`config.mk`:
```
export PLATFORM = sky130hd
export DESIGN_NAME = semicolon_field_tokenizer_unit_flat
export DESIGN_NICKNAME = d
export VERILOG_FILES = /design/src/design/sft_pkg.sv /design/src/design/sft_if.sv /design/src/design/semicolon_field_tokenizer_unit.sv /design/src/flat_wrapper.sv
export SDC_FILE = /design/constraint.sdc
export NUM_CORES = 1
export LEC_CHECK = 0
export BUFFER_PORTS_ARGS = -buffer_cell sky130_fd_sc_hd__buf_2
export CAP_MARGIN = 15
export CORE_MARGIN = 2
export CORE_UTILIZATION = 50
export CTS_BUF_LIST = sky130_fd_sc_hd__clkbuf_8
export DETAILED_ROUTE_END_ITERATION = 8
export GPL_TIMING_DRIVEN = 0
export PLACE_DENSITY_LB_ADDON = 0.3
export REMOVE_ABC_BUFFERS = 1
export SYNTH_ARGS = -nofsm -noshare
export SYNTH_HDL_FRONTEND = slang
export SYNTH_SLANG_ARGS = --single-unit
export TNS_END_PERCENT = 100
```
`constraint.sdc`:
```
create_clock -name i_clk -period 5.22 [get_ports i_clk]
set_clock_uncertainty 0.2 [all_clocks]
set_input_delay 0.261 -clock i_clk [delete_from_list [all_inputs] [get_ports i_clk]]
set_output_delay 0.261 -clock i_clk [all_outputs]
set_load 0.005 [all_outputs]
```
`src/design/sft_pkg.sv`:
```
// ----------------------------------------------------------------------------
// sft_pkg
// Types, character codes and helper functions for the semicolon field
// tokenizer.
// ----------------------------------------------------------------------------
package sft_pkg;

    // Character codes
    localparam logic [7:0] CH_SEMI  = 8'h3B;
    localparam logic [7:0] CH_HASH  = 8'h23;
    localparam logic [7:0] CH_MINUS = 8'h2D;
    localparam logic [7:0] CH_LF    = 8'h0A;
    localparam logic [7:0] CH_NUL   = 8'h00;
    localparam logic [7:0] CH_ZERO  = 8'h30;
    localparam logic [7:0] CH_NINE  = 8'h39;
    localparam logic [7:0] CH_UP_A  = 8'h41;
    localparam logic [7:0] CH_UP_Z  = 8'h5A;
    localparam logic [7:0] CH_LO_A  = 8'h61;
    localparam logic [7:0] CH_LO_Z  = 8'h7A;

    // Saturation limits of the magnitude and of the positive value
    localparam logic [31:0] MAG_LIMIT = 32'h8000_0000;
    localparam logic [31:0] POS_MAX   = 32'h7FFF_FFFF;

    // Result buffer depth
    localparam int FIFO_DEPTH = 4;

    typedef enum logic [1:0] {
        PH_SKIP  = 2'd0,
        PH_FIELD = 2'd1,
        PH_DONE  = 2'd2
    } t_phase;

    typedef enum logic [1:0] {
        KIND_DELIM    = 2'd0,
        KIND_LINE_END = 2'd1,
        KIND_EMPTY    = 2'd2,
        KIND_DONE     = 2'd3
    } t_kind;

    typedef struct packed {
        t_kind              kind;
        logic [11:0]        field_start;
        logic [12:0]        field_length;
        logic signed [31:0] number;
        logic               line_done;
    } t_result;

    function automatic logic f_is_digit(input logic [7:0] b);
        return (b >= CH_ZERO) && (b <= CH_NINE);
    endfunction

    function automatic logic f_is_alnum(input logic [7:0] b);
        return f_is_digit(b) || ((b >= CH_UP_A) && (b <= CH_UP_Z))
            || ((b >= CH_LO_A) && (b <= CH_LO_Z));
    endfunction

    // Signed value from sign flag and saturated magnitude
    function automatic logic [31:0] f_value(input logic neg, input logic [31:0] mag);
        logic [31:0] v;
        if (neg) begin
            v = 32'd0 - mag;
        end else if (mag > POS_MAX) begin
            v = POS_MAX;
        end else begin
            v = mag;
        end
        return v;
    endfunction

    function automatic t_result f_result(
        input t_kind       kind,
        input logic [11:0] start,
        input logic [12:0] len,
        input logic [31:0] num,
        input logic        done
    );
        t_result r;
        r.kind         = kind;
        r.field_start  = start;
        r.field_length = len;
        r.number       = num;
        r.line_done    = done;
        return r;
    endfunction

endpackage

```
`src/design/sft_if.sv`:
```
// ----------------------------------------------------------------------------
// sft_if
// Valid/ready channels of the tokenizer: raw bytes in, field results out.
// ----------------------------------------------------------------------------
interface sft_in_if;
    logic       valid;
    logic       ready;
    logic [7:0] byte_in;
    logic       buffer_end;

    modport source (output valid, output byte_in, output buffer_end, input ready);
    modport sink   (input valid, input byte_in, input buffer_end, output ready);
endinterface

interface sft_out_if;
    logic               valid;
    logic               ready;
    logic [1:0]         kind;
    logic [11:0]        field_start;
    logic [12:0]        field_length;
    logic signed [31:0] number;
    logic               line_done;

    modport source (output valid, output kind, output field_start, output field_length,
                    output number, output line_done, input ready);
    modport sink   (input valid, input kind, input field_start, input field_length,
                    input number, input line_done, output ready);
endinterface

```
`src/design/semicolon_field_tokenizer_unit.sv`:
```
// ----------------------------------------------------------------------------
// semicolon_field_tokenizer_unit
// Splits a line buffer into ';'-separated fields and parses each field's
// signed decimal prefix.
// ----------------------------------------------------------------------------
// Usage:
//   i_byte_ch carries one buffer byte per transaction, with buffer_end high
//   on the buffer's last byte. o_field_ch carries one result per transaction:
//   kind, field start, field length, saturated number and line_done.
//   A byte is registered on acceptance and tokenized from the input register;
//   its results are written to the result buffer, whose head drives o_field_ch.
//   One byte is accepted every cycle while the buffer has room. A ';' on the
//   buffer's last byte yields two results, pushed into the buffer together.
//   Results go into a four-entry buffer. A byte is tokenized only while two
//   entries are free; when the receiver stalls the buffer fills, the input
//   register holds its byte and ready drops until entries drain.
//   Reset clears the tokenizer state, position counter, input valid flag and
//   result buffer; after reset the block is in the leading-byte skip phase
//   at offset zero. The state also returns there after each buffer's last
//   byte. Offsets stop counting at MAX_LINE-1.
// ----------------------------------------------------------------------------
module semicolon_field_tokenizer_unit
    import sft_pkg::*;
#(
    parameter int MAX_LINE = 4096
) (
    input  logic       i_clk,
    input  logic       i_rst_n,
    sft_in_if.sink     i_byte_ch,
    sft_out_if.source  o_field_ch
);

    localparam int PW = $clog2(MAX_LINE);

    // Input register
    logic       r_in_valid;
    logic [7:0] r_in_byte;
    logic       r_in_last;

    // Tokenizer state
    t_phase        r_phase, n_phase;
    logic [PW-1:0] r_pos, n_pos;
    logic [PW-1:0] r_start, n_start;
    logic [31:0]   r_acc, n_acc;
    logic          r_neg, n_neg;
    logic          r_dig, n_dig;

    // Result buffer
    t_result    r_fifo [FIFO_DEPTH];
    logic [1:0] r_wr_ptr;
    logic [1:0] r_rd_ptr;
    logic [2:0] r_count;

    // Step signals
    logic          w_go;
    logic          w_in_acc;
    logic          w_pop;
    logic [1:0]    w_n;
    t_result       w_res0, w_res1;
    logic          w_restart;
    logic [PW-1:0] w_pos_inc;
    logic [3:0]    w_digit;
    logic [35:0]   w_mac;
    logic [31:0]   w_acc_step;
    logic [31:0]   w_off32;
    logic [31:0]   w_start32;
    logic [31:0]   w_len;
    logic [31:0]   w_len_plus;
    logic          w_is_digit;
    logic          w_is_alnum;
    logic          w_is_semi;
    logic          w_is_minus;
    logic          w_line_end;

    // Handshakes
    assign w_go     = r_in_valid && (r_count <= 3'(FIFO_DEPTH - 2));
    assign w_in_acc = i_byte_ch.valid && i_byte_ch.ready;
    assign w_pop    = o_field_ch.valid && o_field_ch.ready;

    assign i_byte_ch.ready = !r_in_valid || w_go;

    // Byte classes
    assign w_is_digit = f_is_digit(r_in_byte);
    assign w_is_alnum = f_is_alnum(r_in_byte);
    assign w_is_semi  = (r_in_byte == CH_SEMI);
    assign w_is_minus = (r_in_byte == CH_MINUS);
    assign w_line_end = (r_in_byte == CH_HASH) || (r_in_byte == CH_LF)
                     || (r_in_byte == CH_NUL);
    assign w_digit    = 4'(r_in_byte - CH_ZERO);

    // Multiply-by-ten accumulate, saturated at 2^31
    assign w_mac      = 36'({r_acc, 3'b000}) + 36'({r_acc, 1'b0}) + 36'(w_digit);
    assign w_acc_step = (w_mac > 36'(MAG_LIMIT)) ? MAG_LIMIT : w_mac[31:0];

    // Offsets and lengths
    assign w_pos_inc  = (r_pos < PW'(MAX_LINE - 1)) ? r_pos + PW'(1) : r_pos;
    assign w_off32    = 32'(r_pos);
    assign w_start32  = 32'(r_start);
    assign w_len      = w_off32 - w_start32;
    assign w_len_plus = w_len + 32'd1;

    // Next state and results
    always_comb begin
        n_phase   = r_phase;
        n_pos     = r_pos;
        n_start   = r_start;
        n_acc     = r_acc;
        n_neg     = r_neg;
        n_dig     = r_dig;
        w_n       = 2'd0;
        w_restart = 1'b0;
        w_res0    = f_result(KIND_DONE, w_off32[11:0], 13'd0, 32'd0, 1'b1);
        w_res1    = f_result(KIND_DONE, w_off32[11:0], 13'd0, 32'd0, 1'b1);

        if (w_go) begin
            unique case (r_phase)
                PH_SKIP: begin
                    priority if (w_line_end) begin
                        w_n     = 2'd1;
                        n_phase = PH_DONE;
                    end else if (w_is_semi) begin
                        w_res0    = f_result(KIND_EMPTY, w_start32[11:0], 13'd0, 32'd0,
                                             1'b0);
                        w_n       = r_in_last ? 2'd2 : 2'd1;
                        w_restart = 1'b1;
                    end else if (w_is_alnum || w_is_minus) begin
                        n_start = r_pos;
                        n_neg   = w_is_minus;
                        n_dig   = w_is_minus || w_is_digit;
                        n_acc   = w_is_digit ? 32'(w_digit) : 32'd0;
                        w_res0  = f_result(KIND_LINE_END, w_off32[11:0], 13'd1,
                                           f_value(w_is_minus, n_acc), 1'b1);
                        if (r_in_last) begin
                            w_n = 2'd1;
                        end else begin
                            n_phase = PH_FIELD;
                        end
                    end else begin
                        // Skip junk; on the last byte report nothing left
                        if (r_in_last) begin
                            w_n = 2'd1;
                        end
                    end
                end
                PH_FIELD: begin
                    priority if (w_is_semi) begin
                        w_res0    = f_result(KIND_DELIM, w_start32[11:0], w_len[12:0],
                                             f_value(r_neg, r_acc), 1'b0);
                        w_n       = r_in_last ? 2'd2 : 2'd1;
                        n_phase   = PH_SKIP;
                        w_restart = 1'b1;
                    end else if (w_line_end) begin
                        w_res0  = f_result(KIND_LINE_END, w_start32[11:0], w_len[12:0],
                                           f_value(r_neg, r_acc), 1'b1);
                        w_n     = 2'd1;
                        n_phase = PH_DONE;
                    end else begin
                        // Extend the digit run or close it
                        if (r_dig && w_is_digit) begin
                            n_acc = w_acc_step;
                        end else begin
                            n_dig = 1'b0;
                        end
                        w_res0 = f_result(KIND_LINE_END, w_start32[11:0],
                                          w_len_plus[12:0], f_value(r_neg, n_acc), 1'b1);
                        if (r_in_last) begin
                            w_n = 2'd1;
                        end
                    end
                end
                default: begin
                end
            endcase

            // Return to the start state after the last byte, else advance
            if (r_in_last) begin
                n_phase = PH_SKIP;
                n_pos   = '0;
                n_start = '0;
                n_acc   = 32'd0;
                n_neg   = 1'b0;
                n_dig   = 1'b0;
            end else begin
                n_pos = w_pos_inc;
                if (w_restart) begin
                    n_start = w_pos_inc;
                end
            end
        end
    end

    // Input register
    always_ff @(posedge i_clk) begin
        if (!i_rst_n) begin
            r_in_valid <= 1'b0;
        end else if (w_in_acc) begin
            r_in_valid <= 1'b1;
        end else if (w_go) begin
            r_in_valid <= 1'b0;
        end
        if (w_in_acc) begin
            r_in_byte <= i_byte_ch.byte_in;
            r_in_last <= i_byte_ch.buffer_end;
        end
    end

    // State register
    always_ff @(posedge i_clk) begin
        if (!i_rst_n) begin
            r_phase <= PH_SKIP;
            r_pos   <= '0;
            r_start <= '0;
            r_acc   <= 32'd0;
            r_neg   <= 1'b0;
            r_dig   <= 1'b0;
        end else begin
            r_phase <= n_phase;
            r_pos   <= n_pos;
            r_start <= n_start;
            r_acc   <= n_acc;
            r_neg   <= n_neg;
            r_dig   <= n_dig;
        end
    end

    // Result buffer: push up to two, pop one
    always_ff @(posedge i_clk) begin
        if (!i_rst_n) begin
            r_wr_ptr <= 2'd0;
            r_rd_ptr <= 2'd0;
            r_count  <= 3'd0;
        end else begin
            r_wr_ptr <= r_wr_ptr + w_n;
            r_rd_ptr <= r_rd_ptr + 2'(w_pop);
            r_count  <= r_count + 3'(w_n) - 3'(w_pop);
        end
        if (w_n != 2'd0) begin
            r_fifo[r_wr_ptr] <= w_res0;
        end
        if (w_n == 2'd2) begin
            r_fifo[r_wr_ptr + 2'd1] <= w_res1;
        end
    end

    // Drive the result channel from the buffer head
    assign o_field_ch.valid        = (r_count != 3'd0);
    assign o_field_ch.kind         = r_fifo[r_rd_ptr].kind;
    assign o_field_ch.field_start  = r_fifo[r_rd_ptr].field_start;
    assign o_field_ch.field_length = r_fifo[r_rd_ptr].field_length;
    assign o_field_ch.number       = r_fifo[r_rd_ptr].number;
    assign o_field_ch.line_done    = r_fifo[r_rd_ptr].line_done;

endmodule
```
`src/flat_wrapper.sv`:
```
// flat-port wrapper written by rule: the top's interface ports become plain ports
module semicolon_field_tokenizer_unit_flat import sft_pkg::*;
#(
    parameter int MAX_LINE = 4096
)
  (i_clk, i_rst_n, i_byte_ch_valid, i_byte_ch_byte_in, i_byte_ch_buffer_end, i_byte_ch_ready, o_field_ch_valid, o_field_ch_kind, o_field_ch_field_start, o_field_ch_field_length, o_field_ch_number, o_field_ch_line_done, o_field_ch_ready);
  sft_in_if i_byte_ch_i ();
  sft_out_if o_field_ch_i ();
  input  logic i_clk;
  input  logic i_rst_n;
  input wire logic [$bits(i_byte_ch_i.valid)-1:0] i_byte_ch_valid;
  input wire logic [$bits(i_byte_ch_i.byte_in)-1:0] i_byte_ch_byte_in;
  input wire logic [$bits(i_byte_ch_i.buffer_end)-1:0] i_byte_ch_buffer_end;
  output wire logic [$bits(i_byte_ch_i.ready)-1:0] i_byte_ch_ready;
  output wire logic [$bits(o_field_ch_i.valid)-1:0] o_field_ch_valid;
  output wire logic [$bits(o_field_ch_i.kind)-1:0] o_field_ch_kind;
  output wire logic [$bits(o_field_ch_i.field_start)-1:0] o_field_ch_field_start;
  output wire logic [$bits(o_field_ch_i.field_length)-1:0] o_field_ch_field_length;
  output wire logic [$bits(o_field_ch_i.number)-1:0] o_field_ch_number;
  output wire logic [$bits(o_field_ch_i.line_done)-1:0] o_field_ch_line_done;
  input wire logic [$bits(o_field_ch_i.ready)-1:0] o_field_ch_ready;
  assign i_byte_ch_i.valid = i_byte_ch_valid;
  assign i_byte_ch_i.byte_in = i_byte_ch_byte_in;
  assign i_byte_ch_i.buffer_end = i_byte_ch_buffer_end;
  assign i_byte_ch_ready = i_byte_ch_i.ready;
  assign o_field_ch_valid = o_field_ch_i.valid;
  assign o_field_ch_kind = o_field_ch_i.kind;
  assign o_field_ch_field_start = o_field_ch_i.field_start;
  assign o_field_ch_field_length = o_field_ch_i.field_length;
  assign o_field_ch_number = o_field_ch_i.number;
  assign o_field_ch_line_done = o_field_ch_i.line_done;
  assign o_field_ch_i.ready = o_field_ch_ready;
  semicolon_field_tokenizer_unit #(.MAX_LINE(MAX_LINE)) u_core (.i_clk(i_clk), .i_rst_n(i_rst_n), .i_byte_ch(i_byte_ch_i), .o_field_ch(o_field_ch_i));
endmodule
```
# --- Word-level counts from Yosys, hierarchy flattened ---
# Memory sizes are Yosys's and may differ from the RTL's. A register that Yosys moved wholly into a read port is not among the register bits.
# Index checks and enable logic that the tools add are counted.
word_totals:
  regBits: 77
  mem_count: 1
  ram_bits: 240
  elab_cells: 162
op_classes:
  n_mux: 74
  order_cmp: 12
  reduce_logical: 30
  n_eq_ne: 19
  addsub: 14
memory_table:
  columns: ["memory", "depth", "word_bits", "rd", "rd_ports_with_merged_regs", "write_ports", "line", "rtl"]
  rows:
  - ["u_core.r_fifo", 4, 60, 1, 1, 2, "semicolon_field_tokenizer_unit.sv:49", "t_result r_fifo [FIFO_DEPTH];"]
op_table:
  columns: ["operator", "count"]
  rows:
  - ["$mux W32", 18]
  - ["$mux W60", 4]
  - ["$pmux W60 S2", 1]
  - ["$gt A32 B31 Y1 const B", 3]
  - ["$mux W12", 8]
  - ["$sub A1 B32 Y32 const A", 3]
  - ["$pmux W32 S2", 1]
  - ["$mux W59", 1]
  - ["$mux W46", 1]
  - ["$add A35 B33 Y36", 1]
  - ["$add A36 B4 Y36", 1]
  - ["$gt A36 B32 Y1 const B", 1]
  - ["$eq A8 B6 Y1 const B", 3]
  - ["$mux W2", 12]
  - ["$mux W1", 23]
  - ["$ne A3 B2 Y1 const B", 7]
  - ["$ge A8 B7 Y1 const B", 2]
  - ["$le A8 B7 Y1 const B", 2]
  - ["$reduce_and A5 Y1", 3]
  - ["$add A13 B1 Y13 const B", 1]
  - ["$sub A12 B12 Y13", 1]
  - ["$add A12 B1 Y12 const B", 1]
  - ["$lt A12 B12 Y1 const B", 1]
  - ["$reduce_bool A3 Y1", 4]
  - ["27 further kinds", 46]

# --- Depth between registers and ports, before layout ---
depth:
  word_depth: 16
  ltp_mapped: 25
  mapped_depth_nobuf: 23

# --- Least setup slack after synthesis ---
# OpenSTA, ideal clock, no wires.
synth_timing:
  path_kind: "register to register"
  start: "reg u_core.r_acc[2]"
  end: "mem u_core.r_fifo[0][27] in the netlist's numbering"
  slack_ns: -0.508
  required_ns: 4.878
  stages_incl_launch_ff: 26
  arrival_time_ns: 5.385
  cell_sequence: "dfxtp_1 > clkbuf_1 > inv_1 > fa_1 > inv_1 > ha_1 > a211oi_2 > o211ai_1 > a31o_1 > a211oi_1 > o21bai_1 > xor2_1 > nand4bb_1 > o41ai_2 > and3_1 > buf_4 > a22oi_1 > ha_1 > a21boi_0 > o21ai_0 > a21o_1 > a211oi_2 > nand2_1 > o21ai_0 > xor2_1 > a31oi_1"
synth_lines:
  columns: ["element", "line", "rtl"]
  rows:
  - ["start: declaration", "semicolon_field_tokenizer_unit.sv:44", "logic [31:0] r_acc, n_acc;"]
  - ["start signal: assignment", "semicolon_field_tokenizer_unit.sv:220", "r_acc <= n_acc;"]
  - ["end: declaration", "semicolon_field_tokenizer_unit.sv:49", null]

==> metrics.txt <==
CTS Sinks 313; fmax 171.5 MHz; GRT Util Overall 28.21%; DR vias 18290; vias per inst 6.439; period utilization 111.7%; synthesis-stage register bit count 313; Lkg Pwr 8.561 nW; RSZ-0062 raised after global routing true; Design Area, Final 0.02276 mm^2; Unique masters post-synth 95; GRT Residual Overflow 0; CP delay by family, top compound AO/OA/AOI/OAI gates; R2R Setup Slk -610 ps; Routed WL 59850 um; pre-CTS setup slack -1994 ps; post-layout min period 5830 ps; Die X 201.4 um; Post-synth EDFFs 57; Peak VDD IR 0.1736 mV; Async SR Flop Fraction 0%; Worst EP arrival 6110 ps; Max Cap Viol 0; Area growth syn-to-layout 16.78%; CTS tree yes; die area 0.04057 mm^2; DR iter-0 viols 1943; total CTS buffers 48; ant diodes 0; Worst Path Class, Setup flip-flop to flip-flop; setup violators final 76; first-pass GRT wire length 92790 um; Slew headroom 13.84%; antenna violations before repair 0; Worst Max-Slew Pin Slew 1288 ps; final hold slack 189.2 ps; Critical Path Sink Type flip-flop; violated checks setup timing; DR pass1 iterations 8; Clock Latency Late Sink 620 ps; reg2reg start u_core.r_in_byte[3]; Die Y 201.4 um; Pwr Density 246.7 mW/mm^2; Max clock buf depth 3; Filler cells 3366; final worst setup slack -609.7 ps; fin. max-slew vios 0; Synth Flop Type dfxtp_1; Initial Utilization 50.54%; Cells after Synth 2252; multi-input logic area 0.01265 mm^2; largest net degree at the start of global routing 79; cells on worst reg2reg path 24; post-DR wirelength/cell 21.07 um; Ports 75; post-synthesis sequential area ratio 35.08%; status finished with violations; WHS Path Cells 2; end of the worst register-to-register path u_core.r_fifo[3][9]; CP bufs+invs 5; CTS H-tree lvls 2; area post-placement 0.02015 mm^2; clock slew at reported path FFs 60 ps; Detail Placement HPWL 40360 um; register area 0.006862 mm^2; # DRC 0; Hold Crit Start i_byte_ch_byte_in[7]; syn_area_per_cell 8.653 um^2; HP Class input pin to flip-flop; fraction of layout cells with a size suffix above 1 20.40%; setup TNS -30870 ps; Hold Vio Cnt, Final 0; port buffer count 74; mapped cell area 0.01949 mm^2; num rows 72; Worst path max stage delay 610 ps; Routed Antenna Nets 0; crit-path cells inv_2, fa_2, inv_2, ha_4, a211oi_4, o211ai_1, a31oi_2, buf_4, o21ai_1, xnor2_1, nand2_1, or4_4, o41ai_4, and3_4, a22oi_2, ha_2, buf_4, buf_6, o21ai_2, a31o_2, nand3b_1, mux2i_1, o221ai_2, o21ai_1; Synth area leader dfxtp_1; Synth top area share 26.30%; top cells by area, synth dfxtp_1 26%, edfxtp_1 8.8%, mux4_2 6.8%; Core Region 0.03856 mm^2; vias in the first global route 17020; Yosys warning total 0; critical path required time 5500 ps; crit path launch type flip-flop; gp weighted congestion 0.9318; Final #Nets 2390; Critical Path Fanout Max 4; hold endpoint u_core.r_in_byte[7]; clk root buf clkbuf_8; slowest stage cell, crit path fa_2
## through the flow
| step | power [mW] | std cells | utilization [%] |
|---|---|---|---|
| after detailed placement | 3.463 | 2682 | 52.27 |
| after floorplan | 3.164 | 2071 | - |
| final | 5.613 | 2841 | 59.02 |
| after global routing | 5.822 | 2841 | 59.02 |
| after CTS | 5.639 | 2809 | 56.97 |
| after global placement | 3.430 | 2663 | 51.29 |
## registers in the layout (all words and copies together), names as in the netlist, 2 cells and up
name and count:
u_core.r_wr_ptr 2, u_core.r_phase 2, u_core.r_in_byte 8, u_core.r_acc 32, u_core.r_fifo 236, u_core.r_start 12, u_core.r_rd_ptr 2, u_core.r_pos 12
u_core.r_count 3
## cells by family after synthesis
kind of cell	share of synthesized area, %
compound gates	23.38
flops	35.08
mux	7.076
xor+xnor	4.540
buf+inv	4.906
fa+ha+maj	6.190
simple gates	18.83
## worst max-delay path by stage
stage / end / start / cells after the start
6_report: u_core.r_fifo[3][9] / u_core.r_in_byte[3] / 24
5_1_grt: u_core.r_fifo[3][9] / u_core.r_in_byte[3] / 24
4_1_cts: u_core.r_fifo[3][31] / u_core.r_in_byte[3] / 23
3_5_place_dp: u_core.r_fifo[3][23] / u_core.r_acc[2] / 22
3_3_place_gp: u_core.r_fifo[3][21] / u_core.r_acc[2] / 22
2_1_floorplan: u_core.r_fifo[0][31] / u_core.r_acc[2] / 22
## report_power, final
group	leakage (nW)	switching (mW)	internal, mW
Combinational	5.37	0.443	0.377
Sequential	2.60	0.106	2.52
Clock	0.590	0.998	1.17
## cells in the final DEF, fill, tap and decap left out, types with 18 or more instances in the layout
master and instances:
and2_1 45, a22o_1 63, nor2b_1 36, o21ai_0 168, o21ai_1 85, dfxtp_1 242, nand4_1 24, nor2_1 123
buf_2 76, nand3_1 160, a31oi_1 33, buf_4 48, edfxtp_1 57, ha_1 86, a22oi_1 18, xnor2_1 48
a21oi_1 104, mux4_2 59, inv_1 71, nand2_1 169, nor3_1 38, xor2_1 37, o21ai_2 20, clkbuf_8 65
## layout make-up
| type | instances | area share, % |
|---|---|---|
| clock buffers | 65 | 3.931 |
| clock inverters | 25 | 0.6488 |
| inverters | 61 | 1.006 |
| multi-input cells | 1697 | 55.59 |
| flip-flops and latches | 313 | 30.15 |
| well taps | 518 | 2.848 |
| repair buffers | 162 | 5.823 |
## cells in the mapped netlist (21+ instances only)
| cell | number |
|---|---|
| a22oi_1 | 26 |
| dfxtp_1 | 256 |
| edfxtp_1 | 57 |
| clkbuf_1 | 145 |
| nand2_1 | 175 |
| xnor2_1 | 59 |
| and2_1 | 47 |
| ha_1 | 90 |
| nor2b_1 | 36 |
| nand3_1 | 163 |
| a31oi_1 | 37 |
| nor3_1 | 42 |
| nand4_1 | 24 |
| xor2_1 | 42 |
| o21ai_0 | 239 |
| o21ai_1 | 35 |
| inv_1 | 60 |
| a22o_1 | 63 |
| mux4_2 | 59 |
| buf_1 | 21 |
| nor2_1 | 134 |
| a21oi_1 | 115 |
## timing repair
item / 4_1_cts / 5_1_grt
hold buffers: 11 / 0
hold endpoints to repair: 20 / 0
setup endpoints to repair: 182 / 156
buffers inserted: 26 / 30
pin swaps: 66 / 55
gates cloned: 0 / 2
resized for setup: 139 / 120
## metal layers
metal | share of wire (%) | track usage, %
met1 | 41 | 38.54
met2 | 46 | 44.99
met3 | 8.7 | 4.114
met4 | 4.0 | 11.48
met5 | 0 | 0
(Power assumes the default switching activity.)
